## src/hdl/assert_macros.svh

```systemverilog
// assertion macros shared by the pool autoscale rtl
// clocked on clk_i and disabled while rst_ni is low; empty when SYNTH is defined
`ifndef ASSERT_MACROS_SVH
`define ASSERT_MACROS_SVH

`ifndef SYNTH
`define ASSERT_ALWAYS(lbl, expr, msg) \
  lbl: assert property (@(posedge clk_i) disable iff (!rst_ni) (expr)) else $error(msg);
`define ASSERT_IMPLIES(lbl, ante, cons, msg) \
  lbl: assert property (@(posedge clk_i) disable iff (!rst_ni) (ante) |-> (cons)) \
    else $error(msg);
`else
`define ASSERT_ALWAYS(lbl, expr, msg)
`define ASSERT_IMPLIES(lbl, ante, cons, msg)
`endif

`endif

```

## src/hdl/pac_pkg.sv

```systemverilog
// shared types and constants of the pool autoscale controller
// no dependencies; imported by every module of the block
`default_nettype none

package pac_pkg;

  // field widths
  localparam int unsigned TIME_W  = 64;
  localparam int unsigned POOL_W  = 16;
  localparam int unsigned UTIL_W  = 7;
  localparam int unsigned STB_W   = 4;
  localparam int unsigned IDX_W   = 4;
  localparam int unsigned CDATA_W = 16;

  // shared divider sizing: quotient always below 128
  localparam int unsigned DIV_N_W = 23;
  localparam int unsigned DIV_Q_W = 7;

  // arithmetic constants
  localparam int unsigned NS_PER_MS     = 1000000;
  localparam int unsigned PCT           = 100;
  localparam int unsigned STABLE_NEEDED = 3;
  localparam int unsigned STABLE_CAP    = 10;

  // configuration register indexes
  localparam logic [IDX_W-1:0] REG_ENABLED    = 4'd0;
  localparam logic [IDX_W-1:0] REG_MIN_PAGES  = 4'd1;
  localparam logic [IDX_W-1:0] REG_MAX_PAGES  = 4'd2;
  localparam logic [IDX_W-1:0] REG_TARGET     = 4'd3;
  localparam logic [IDX_W-1:0] REG_HIGH_THR   = 4'd4;
  localparam logic [IDX_W-1:0] REG_LOW_THR    = 4'd5;
  localparam logic [IDX_W-1:0] REG_INTERVAL   = 4'd6;
  localparam logic [IDX_W-1:0] REG_EMA_WEIGHT = 4'd7;

  // per-tick result code
  typedef enum logic [2:0] {
    ST_DISABLED  = 3'd0,
    ST_NOT_DUE   = 3'd1,
    ST_UNCHANGED = 3'd2,
    ST_GREW      = 3'd3,
    ST_SHRANK    = 3'd4
  } status_e;

  // hysteresis decision handed back to the sequencer
  typedef struct packed {
    logic [POOL_W-1:0] pool;
    logic [STB_W-1:0]  stable;
    status_e           status;
  } resize_t;

endpackage

`default_nettype wire

```

## src/hdl/pac_div.sv

```systemverilog
// shared restoring divider, one quotient bit per cycle, quotient below 2**DIV_Q_W
// depends on pac_pkg and assert_macros.svh
`default_nettype none
`include "assert_macros.svh"

module pac_div import pac_pkg::*; (
  input  wire logic               clk_i,
  input  wire logic               rst_ni,
  input  wire logic               start_i,
  input  wire logic [DIV_N_W-1:0] dividend_i,
  input  wire logic [POOL_W-1:0]  divisor_i,
  output logic                    done_o,
  output logic [DIV_Q_W-1:0]      quot_o
);

  localparam int unsigned STEP_W = $clog2(DIV_Q_W);

  logic               busy_q, busy_d;
  logic               done_q, done_d;
  logic [STEP_W-1:0]  step_q, step_d;
  logic [DIV_N_W-1:0] rem_q, rem_d;
  logic [POOL_W-1:0]  dvs_q, dvs_d;
  logic [DIV_Q_W-1:0] quot_q, quot_d;
  logic [DIV_N_W-1:0] shifted;
  logic               fits;

  // trial subtract of the shifted divisor
  assign shifted = DIV_N_W'(dvs_q) << step_q;
  assign fits    = (rem_q >= shifted);

  // iteration control and datapath next values
  always_comb begin
    busy_d = busy_q;
    done_d = 1'b0;
    step_d = step_q;
    rem_d  = rem_q;
    dvs_d  = dvs_q;
    quot_d = quot_q;
    if (start_i) begin
      busy_d = 1'b1;
      step_d = STEP_W'(DIV_Q_W - 1);
      rem_d  = dividend_i;
      dvs_d  = divisor_i;
      quot_d = '0;
    end else if (busy_q) begin
      if (fits) begin
        rem_d = rem_q - shifted;
      end
      quot_d[step_q] = fits;
      if (step_q == '0) begin
        busy_d = 1'b0;
        done_d = 1'b1;
      end else begin
        step_d = step_q - 1'b1;
      end
    end
  end

  // control state
  always_ff @(posedge clk_i or negedge rst_ni) begin
    if (!rst_ni) begin
      busy_q <= 1'b0;
      done_q <= 1'b0;
      step_q <= '0;
    end else begin
      busy_q <= busy_d;
      done_q <= done_d;
      step_q <= step_d;
    end
  end

  // datapath
  always_ff @(posedge clk_i) begin
    rem_q  <= rem_d;
    dvs_q  <= dvs_d;
    quot_q <= quot_d;
  end

  assign done_o = done_q;
  assign quot_o = quot_q;

  `ASSERT_IMPLIES(a_div_start_idle, start_i, !busy_q, "divider started while busy")
  `ASSERT_ALWAYS(a_div_busy_done, !(busy_q && done_q), "divider busy and done together")
  `ASSERT_IMPLIES(a_div_rem_bound, busy_q,
                  ({1'b0, rem_q} < ((DIV_N_W+1)'(dvs_q) << (step_q + 1'b1))),
                  "divider remainder out of range")

endmodule

`default_nettype wire

```

## src/hdl/pac_resize.sv

```systemverilog
// hysteresis decision: grow, shrink or hold the pool from the smoothed utilization
// depends on pac_pkg
`default_nettype none

module pac_resize import pac_pkg::*; (
  input  wire logic [UTIL_W-1:0] avg_i,
  input  wire logic [POOL_W-1:0] cur_i,
  input  wire logic [STB_W-1:0]  stable_i,
  input  wire logic [POOL_W-1:0] min_i,
  input  wire logic [POOL_W-1:0] max_i,
  input  wire logic [UTIL_W-1:0] high_i,
  input  wire logic [UTIL_W-1:0] low_i,
  output resize_t                rs_o
);

  logic [POOL_W+1:0] cur3;
  logic [POOL_W:0]   grow;
  logic [POOL_W-1:0] shrink;
  logic [POOL_W-1:0] nxt;
  logic [STB_W-1:0]  stb;

  assign cur3   = (POOL_W+2)'(cur_i) * (POOL_W+2)'(3);
  assign grow   = cur3[POOL_W+1:1];
  assign shrink = cur3[POOL_W+1:2];

  // candidate size and stability counter
  always_comb begin
    nxt = cur_i;
    stb = stable_i;
    if (avg_i > high_i) begin
      nxt = (grow > (POOL_W+1)'(max_i)) ? max_i : grow[POOL_W-1:0];
      if (nxt != cur_i) begin
        stb = '0;
      end
    end else if (avg_i < low_i) begin
      if (stable_i >= STB_W'(STABLE_NEEDED)) begin
        nxt = (shrink < min_i) ? min_i : shrink;
        if (nxt != cur_i) begin
          stb = '0;
        end
      end else begin
        stb = stable_i + 1'b1;
      end
    end else begin
      stb = (stable_i >= STB_W'(STABLE_CAP)) ? STB_W'(STABLE_CAP) : stable_i + 1'b1;
    end
  end

  // a zero size is refused
  always_comb begin
    rs_o.stable = stb;
    rs_o.pool   = cur_i;
    rs_o.status = ST_UNCHANGED;
    if (nxt != cur_i && nxt != '0) begin
      rs_o.pool   = nxt;
      rs_o.status = (nxt > cur_i) ? ST_GREW : ST_SHRANK;
    end
  end

endmodule

`default_nettype wire

```

## src/hdl/pool_autoscale_controller_top.sv

```systemverilog
// pool autoscale controller top: sequencer, state, config registers, output register
// depends on pac_pkg, pac_div, pac_resize and assert_macros.svh
//
// Usage:
//   s_axis carries one tick request: tdata = {pending_count, now_time} from bit 0.
//   m_axis returns one result per tick: tuser = status, tdata = {measured_util,
//   avg_util, pool_size} from bit 0, padded to 32 bits.
//   cfg carries register writes (index, data) and is always ready; write only
//   while no tick is in flight.
// Sequence:
//   a disabled tick goes straight to the result, a tick that is not due ends after
//   the interval check, and a tick that runs a check computes the utilization,
//   the moving average and the resize decision; the first division is skipped
//   when the utilization saturates. The shared restoring divider is used once
//   for utilization and once for the moving average;
//   s_axis_tready is low while a tick is processed.
// Reset:
//   rst_ni clears the state to the register reset values, the pool to
//   INITIAL_POOL_PAGES and the smoothed utilization to 75.
// Stall:
//   a result waits in the output register; the next tick is taken meanwhile
//   but its result is held until the waiting one has gone.
`default_nettype none
`include "assert_macros.svh"

module pool_autoscale_controller_top import pac_pkg::*; #(
  parameter int unsigned INITIAL_POOL_PAGES = 16
) (
  input  wire logic               clk_i,
  input  wire logic               rst_ni,
  // tick requests
  input  wire logic               s_axis_tvalid,
  output logic                    s_axis_tready,
  input  wire logic [79:0]        s_axis_tdata,   // now_time[63:0], pending_count[79:64]
  // results
  output logic                    m_axis_tvalid,
  input  wire logic               m_axis_tready,
  output logic [31:0]             m_axis_tdata,   // pool_size[15:0], avg_util[22:16],
                                                  // measured_util[29:23], zero[31:30]
  output logic [2:0]              m_axis_tuser,   // status[2:0]
  // configuration writes
  input  wire logic               cfg_valid_i,
  output logic                    cfg_ready_o,
  input  wire logic [IDX_W-1:0]   cfg_index_i,
  input  wire logic [CDATA_W-1:0] cfg_data_i
);

  localparam int unsigned LIM_W = 36;

  typedef enum logic [3:0] {
    S_IDLE, S_TIME, S_DUE, S_UTIL_PREP, S_UTIL_CHK, S_UTIL_WAIT,
    S_EMA_MUL, S_EMA_SUM, S_EMA_WAIT, S_DECIDE, S_DONE
  } state_e;

  state_e state_q;

  // configuration registers
  logic              en_q;
  logic [POOL_W-1:0] min_q, max_q;
  logic [UTIL_W-1:0] target_q, high_q, low_q, weight_q;
  logic [15:0]       interval_q;

  // controller state
  logic [POOL_W-1:0] pool_q;
  logic [UTIL_W-1:0] avg_q;
  logic [STB_W-1:0]  stable_q;
  logic [TIME_W-1:0] last_q;

  // per-tick working registers
  logic [UTIL_W-1:0] util_q;
  status_e           status_q;
  logic [TIME_W-1:0] now_q, diff_q;
  logic [15:0]       pending_q;
  logic [LIM_W-1:0]  lim_q;
  logic [DIV_N_W-1:0] num_q, ulim_q;
  logic [13:0]       p1_q, p2_q;

  // output register
  logic              m_valid_q;
  logic [31:0]       m_data_q;
  logic [2:0]        m_user_q;

  logic               in_accept;
  logic               out_free;
  logic [UTIL_W-1:0]  alpha, inv_alpha;
  logic               div_start, div_done;
  logic [DIV_N_W-1:0] div_num;
  logic [POOL_W-1:0]  div_den;
  logic [DIV_Q_W-1:0] div_quot;
  resize_t            rs;

  assign s_axis_tready = (state_q == S_IDLE);
  assign in_accept     = s_axis_tvalid && s_axis_tready;
  assign out_free      = !m_valid_q || m_axis_tready;
  assign cfg_ready_o   = 1'b1;

  assign m_axis_tvalid = m_valid_q;
  assign m_axis_tdata  = m_data_q;
  assign m_axis_tuser  = m_user_q;

  // sample weight, capped at 100 percent
  assign alpha     = (weight_q > UTIL_W'(PCT)) ? UTIL_W'(PCT) : weight_q;
  assign inv_alpha = UTIL_W'(PCT) - alpha;

  // divider request: utilization quotient, then average divided by 100
  assign div_start = ((state_q == S_UTIL_CHK) && (pool_q != '0) && (num_q < ulim_q)) ||
                     (state_q == S_EMA_SUM);
  assign div_num   = (state_q == S_EMA_SUM) ? DIV_N_W'({1'b0, p1_q} + {1'b0, p2_q}) : num_q;
  assign div_den   = (state_q == S_EMA_SUM) ? POOL_W'(PCT) : pool_q;

  pac_div u_div (
    .clk_i      (clk_i),
    .rst_ni     (rst_ni),
    .start_i    (div_start),
    .dividend_i (div_num),
    .divisor_i  (div_den),
    .done_o     (div_done),
    .quot_o     (div_quot)
  );

  pac_resize u_resize (
    .avg_i    (avg_q),
    .cur_i    (pool_q),
    .stable_i (stable_q),
    .min_i    (min_q),
    .max_i    (max_q),
    .high_i   (high_q),
    .low_i    (low_q),
    .rs_o     (rs)
  );

  // sequencer, state, configuration and output register
  always_ff @(posedge clk_i or negedge rst_ni) begin
    if (!rst_ni) begin
      state_q    <= S_IDLE;
      en_q       <= 1'b0;
      min_q      <= POOL_W'(4);
      max_q      <= POOL_W'(1024);
      target_q   <= UTIL_W'(75);
      high_q     <= UTIL_W'(85);
      low_q      <= UTIL_W'(50);
      interval_q <= 16'd1000;
      weight_q   <= UTIL_W'(30);
      pool_q     <= POOL_W'(INITIAL_POOL_PAGES);
      avg_q      <= UTIL_W'(75);
      stable_q   <= '0;
      last_q     <= '0;
      util_q     <= '0;
      status_q   <= ST_DISABLED;
      m_valid_q  <= 1'b0;
      m_data_q   <= '0;
      m_user_q   <= '0;
    end else begin
      // the done state loads the output register itself
      if (m_valid_q && m_axis_tready && (state_q != S_DONE)) begin
        m_valid_q <= 1'b0;
      end

      // register writes
      if (cfg_valid_i) begin
        case (cfg_index_i)
          REG_ENABLED: begin
            en_q <= cfg_data_i[0];
            if (cfg_data_i[0]) begin
              avg_q    <= target_q;
              stable_q <= '0;
              last_q   <= '0;
            end
          end
          REG_MIN_PAGES:  min_q      <= cfg_data_i;
          REG_MAX_PAGES:  max_q      <= cfg_data_i;
          REG_TARGET:     target_q   <= cfg_data_i[UTIL_W-1:0];
          REG_HIGH_THR:   high_q     <= cfg_data_i[UTIL_W-1:0];
          REG_LOW_THR:    low_q      <= cfg_data_i[UTIL_W-1:0];
          REG_INTERVAL:   interval_q <= cfg_data_i;
          REG_EMA_WEIGHT: weight_q   <= cfg_data_i[UTIL_W-1:0];
          default: ;
        endcase
      end

      case (state_q)
        S_IDLE: begin
          if (in_accept) begin
            if (!en_q) begin
              status_q <= ST_DISABLED;
              util_q   <= '0;
              state_q  <= S_DONE;
            end else begin
              state_q <= S_TIME;
            end
          end
        end
        S_TIME: state_q <= S_DUE;
        // interval check against the scaled limit
        S_DUE: begin
          if (diff_q < TIME_W'(lim_q)) begin
            status_q <= ST_NOT_DUE;
            util_q   <= '0;
            state_q  <= S_DONE;
          end else begin
            last_q  <= now_q;
            state_q <= S_UTIL_PREP;
          end
        end
        S_UTIL_PREP: state_q <= S_UTIL_CHK;
        // zero pool and saturation skip the divider
        S_UTIL_CHK: begin
          if (pool_q == '0) begin
            util_q  <= '0;
            state_q <= S_EMA_MUL;
          end else if (num_q >= ulim_q) begin
            util_q  <= UTIL_W'(PCT);
            state_q <= S_EMA_MUL;
          end else begin
            state_q <= S_UTIL_WAIT;
          end
        end
        S_UTIL_WAIT: begin
          if (div_done) begin
            util_q  <= div_quot;
            state_q <= S_EMA_MUL;
          end
        end
        S_EMA_MUL: state_q <= S_EMA_SUM;
        S_EMA_SUM: state_q <= S_EMA_WAIT;
        S_EMA_WAIT: begin
          if (div_done) begin
            avg_q   <= div_quot;
            state_q <= S_DECIDE;
          end
        end
        S_DECIDE: begin
          pool_q   <= rs.pool;
          stable_q <= rs.stable;
          status_q <= rs.status;
          state_q  <= S_DONE;
        end
        S_DONE: begin
          if (out_free) begin
            m_valid_q <= 1'b1;
            m_data_q  <= {2'b00, util_q, avg_q, pool_q};
            m_user_q  <= status_q;
            state_q   <= S_IDLE;
          end
        end
        default: state_q <= S_IDLE;
      endcase
    end
  end

  // per-tick datapath registers
  always_ff @(posedge clk_i) begin
    if (in_accept) begin
      now_q     <= s_axis_tdata[63:0];
      pending_q <= s_axis_tdata[79:64];
    end
    if (state_q == S_TIME) begin
      diff_q <= now_q - last_q;
      lim_q  <= LIM_W'(interval_q) * LIM_W'(NS_PER_MS);
    end
    if (state_q == S_UTIL_PREP) begin
      num_q  <= DIV_N_W'(pending_q) * DIV_N_W'(PCT);
      ulim_q <= DIV_N_W'(pool_q) * DIV_N_W'(PCT + 1);
    end
    if (state_q == S_EMA_MUL) begin
      p1_q <= 14'(alpha) * 14'(util_q);
      p2_q <= 14'(inv_alpha) * 14'(avg_q);
    end
  end

  `ASSERT_ALWAYS(a_pool_nonzero, pool_q != '0, "pool size reached zero")
  `ASSERT_ALWAYS(a_stable_cap, stable_q <= STB_W'(STABLE_CAP), "stability counter above cap")
  `ASSERT_IMPLIES(a_div_done_waiting, div_done,
                  (state_q == S_UTIL_WAIT) || (state_q == S_EMA_WAIT),
                  "divider result arrived outside a wait state")

endmodule

`default_nettype wire
```

## config.mk

```make
export PLATFORM = sky130hd
export DESIGN_NAME = pool_autoscale_controller_top
export DESIGN_NICKNAME = d
export VERILOG_FILES = /design/src/hdl/pac_pkg.sv /design/src/hdl/pac_div.sv /design/src/hdl/pac_resize.sv /design/src/hdl/pool_autoscale_controller_top.sv
export VERILOG_INCLUDE_DIRS = /design/src /design/src/hdl
export SDC_FILE = /design/constraint.sdc
export NUM_CORES = 2
export LEC_CHECK = 0
export ABC_CLOCK_PERIOD_IN_PS = 9900
export BUFFER_PORTS_ARGS = -buffer_cell sky130_fd_sc_hd__buf_2
export CORE_ASPECT_RATIO = 2
export CORE_MARGIN = 3
export CORE_UTILIZATION = 60
export DETAILED_ROUTE_END_ITERATION = 12
export PLACE_DENSITY = 0.78
export SKIP_LAST_GASP = 1
export SYNTH_ARGS = -nofsm -noshare
export SYNTH_HDL_FRONTEND = slang
export SYNTH_SLANG_ARGS = --single-unit
export TNS_END_PERCENT = 100
```

## constraint.sdc

```tcl
create_clock -name clk_i -period 9.9 [get_ports clk_i]
set_input_delay 1.98 -clock clk_i [delete_from_list [all_inputs] [get_ports clk_i]]
set_output_delay 1.98 -clock clk_i [all_outputs]
set_load 0.02 [all_outputs]
```

==> results.toml <==
[clocking]
path_clk_slew_ns = 0.07
cts_tree = "done"
root_buffer = "clkbuf_16"
htree_levels = 2
clk_path_buf_depth = 3
cts_resized = 0
ctsHoldBuffers = 0
cts.sinks = 507
cts_buffers = 49
clk_latency_ns = 0.63
cts_setup_buffers = 0

[synth]
synth-seq-cells = 507
synth-edff-count = 279
yosysTopAreaCellShare = 0.2198
synth_area_per_cell_um2 = 10.19
syn_inst = 3742
ys_async_sr_fraction = 0.4359
ys_warn_count = 0
synthFlopType = "edfxtp_1"
synth_top_area_cell = "edfxtp_1"
ys_seq_area_frac = 0.3694
synthDistinctLibCells = 89
synthTopCellsByArea = "edfxtp_1 22%, ha_1 17%, dfrtp_1 13%, fa_1 7.9%, inv_1 4.7%"
netlist_area_um2 = 38120

[global_routing]
grt_max_degree = 110
first_global_vias = 29770
grt_pass1_wl_um = 158600
grt_antenna_before_repair = 15
grtUsageTotal = 0.3108
grt_overflow = 0

[timing]
finalHoldViolCount = 0
min_period_ns = 8.807
post-route-period-util = 0.8896
rsz0062_at_grt = "false"
max-slew-margin-rel = 0.2061
worstMarginPinSlew_ns = 1.183
fmax_ghz = 0.1135
setup_viol = 0
fin_worst_skew_ns = 0.04484
slew_violations = 0
setup_tns_ns = 0

[worst_hold_path]
hp-class = "reg2reg"

[run]
drv_cap = 0

[place]
io_buffers = 139
hpwlAfterDp_um = 82400
routabilityCongestion = 0.9924
dp_cells = 4613

[drt]
num_vias = 28290
finalWirelength_um = 102600
wire_per_inst_um = 21.76
drt_pass1_iterations = 5
drtAntennaViolNets = 0
via_per_inst = 6.001
drc = 0
drt-initial-drc-count = 1442

[final_layout]
fillCellCount = 5023
final_cell_mix = "511 x ha_1, 479 x inv_1, 356 x nand2_1"
areaGrowthSynthToFinish_pct = 8.652
final_util = 0.6597
layout.nets = 4639
post_route_cells_drive_above_1_share = 0.09946
stdcell_count = 4714
final_common_cell = "ha_1"

[floorplanning]
dieArea_um2 = 66780
std_cell_rows = 130
dieHeight_um = 362.5
die_w_um = 184.2
ios = 143
initial_utilization = 0.6072
core_area_um2 = 62790

[worst_setup_path]
crit_family = "simple AND/OR/NAND/NOR gates"
cp-start-kind = "flop"
cp.arrival_ns = 9.29
critPathSlowestCell = "or2_1"
required_ns = 10.38
cp_max_fo = 22
crit_chain = "clkinv_1 -> fa_1 -> a21boi_0 -> a31oi_1 -> a31oi_1 -> o31ai_2 -> ha_1 -> and3_1 -> nand4_2 -> nor4_4 -> or2_1 -> a21oi_2 -> o211ai_1 -> a21boi_0 -> ha_1 -> and4_1 -> nand3_1 -> or4_1 -> and2_1 -> o21a_1 -> mux2_1"
end_kind = "flop"
ff2ff_setup_slack_ns = 1.09
max_stage_delay_ns = 0.84
crit_type = "reg2reg"
critical_path_buf_inv_count = 1

[run_status]
status = "completed"
state kept, by name (all words and copies together) (netlist names), 14 cells and up:
name	cells
last_q	64
now_q	64
diff_q	58
lim_q	30
m_axis_tdata	30
u_div.rem_q	23
ulim_q	23
num_q	21
interval_q	16
max_q	16
min_q	16
pending_q	16
pool_q	16
u_div.dvs_q	16
p1_q	14
p2_q	14
final timing paths:
check	start	endpoint	depth (start not counted)
worst max-delay path	pool_q[7]	pool_q[1]	21
worst min-delay path	now_q[21]	last_q[21]	2
worst max register to register	pool_q[7]	pool_q[1]	21
worst min register to register	now_q[21]	last_q[21]	2
max in group asynchronous	rst_ni	max_q[11]	2
min in group asynchronous	rst_ni	last_q[16]	1
worst min-delay path, stage by stage, from the launching register on:
cell and delay, ns:
edfxtp_1 0.35, nand2_1 0.05, o21ai_0 0.06
Yosys cell counts, types with 14 or more instances:
cell type and number:
nor2_1 181, nor4_1 22, a211oi_1 21, nor2b_1 39, xor2_1 51, and2_1 54
a21oi_1 196, mux2i_1 53, o31ai_1 17, edfxtp_1 279, o21a_1 31, o21bai_1 32
a41oi_1 14, xnor2_1 160, dfrtp_1 193, nor3_1 57, ha_1 511, nand2_1 357
nand4_1 37, and3_1 14, o21ai_0 222, nand3_1 45, a21o_1 81, clkbuf_1 72
mux2_2 63, inv_1 480, dfstp_2 28, a31oi_1 20, fa_1 151, nand2b_1 23
kinds of logic after synthesis:
logic type | share of synthesized area
other | 0.0001970
AND/OR/NAND/NOR | 0.1078
XOR/XNOR | 0.04848
flip-flops | 0.3694
multiplexers | 0.04030
AO/OA/AOI/OAI | 0.1290
buffers and inverters | 0.05780
adder cells (fa/ha/maj) | 0.2470
area by class of cell:
type,count,area [um^2],share of cell area
Multi-Input combinational cell,2663,21910,0.5291
Sequential cell,507,14080,0.3400
Inverter,484,1818,0.04389
Clock buffer,62,1346,0.03250
Tap cell,792,991.0,0.02392
Timing Repair Buffer,167,915.9,0.02211
Clock inverter,28,324.1,0.007824
Antenna cell,11,27.53,0.0006646
through the flow:
| step | cell area [um^2] | setup WS, ns | hold WS, ns |
|---|---|---|---|
| after floorplan | 38130 | 2.546 | 0.4352 |
| after global placement | 39720 | 1.386 | 0.4688 |
| after detailed placement | 39720 | 1.332 | 0.4763 |
| after CTS | 41390 | 1.308 | 0.4882 |
| after global routing | 41390 | 0.6639 | 0.5206 |
| final | 41420 | 1.093 | 0.4894 |
routing by layer:
metal | up-vias | wire length, um | share of wire | GRT usage
met2 | 844 | 54360 | 0.53 | 0.5777
met4 | 8 | 11350 | 0.11 | 0.2708
li1 | 13340 | - | - | -
met3 | 420 | 4406 | 0.043 | 0.04420
met5 | - | 58 | 0.00057 | 0
met1 | 13680 | 32390 | 0.32 | 0.2891
Power is not shown: default switching activity piles up to over one toggle a cycle in this logic, so the estimate is an artifact.
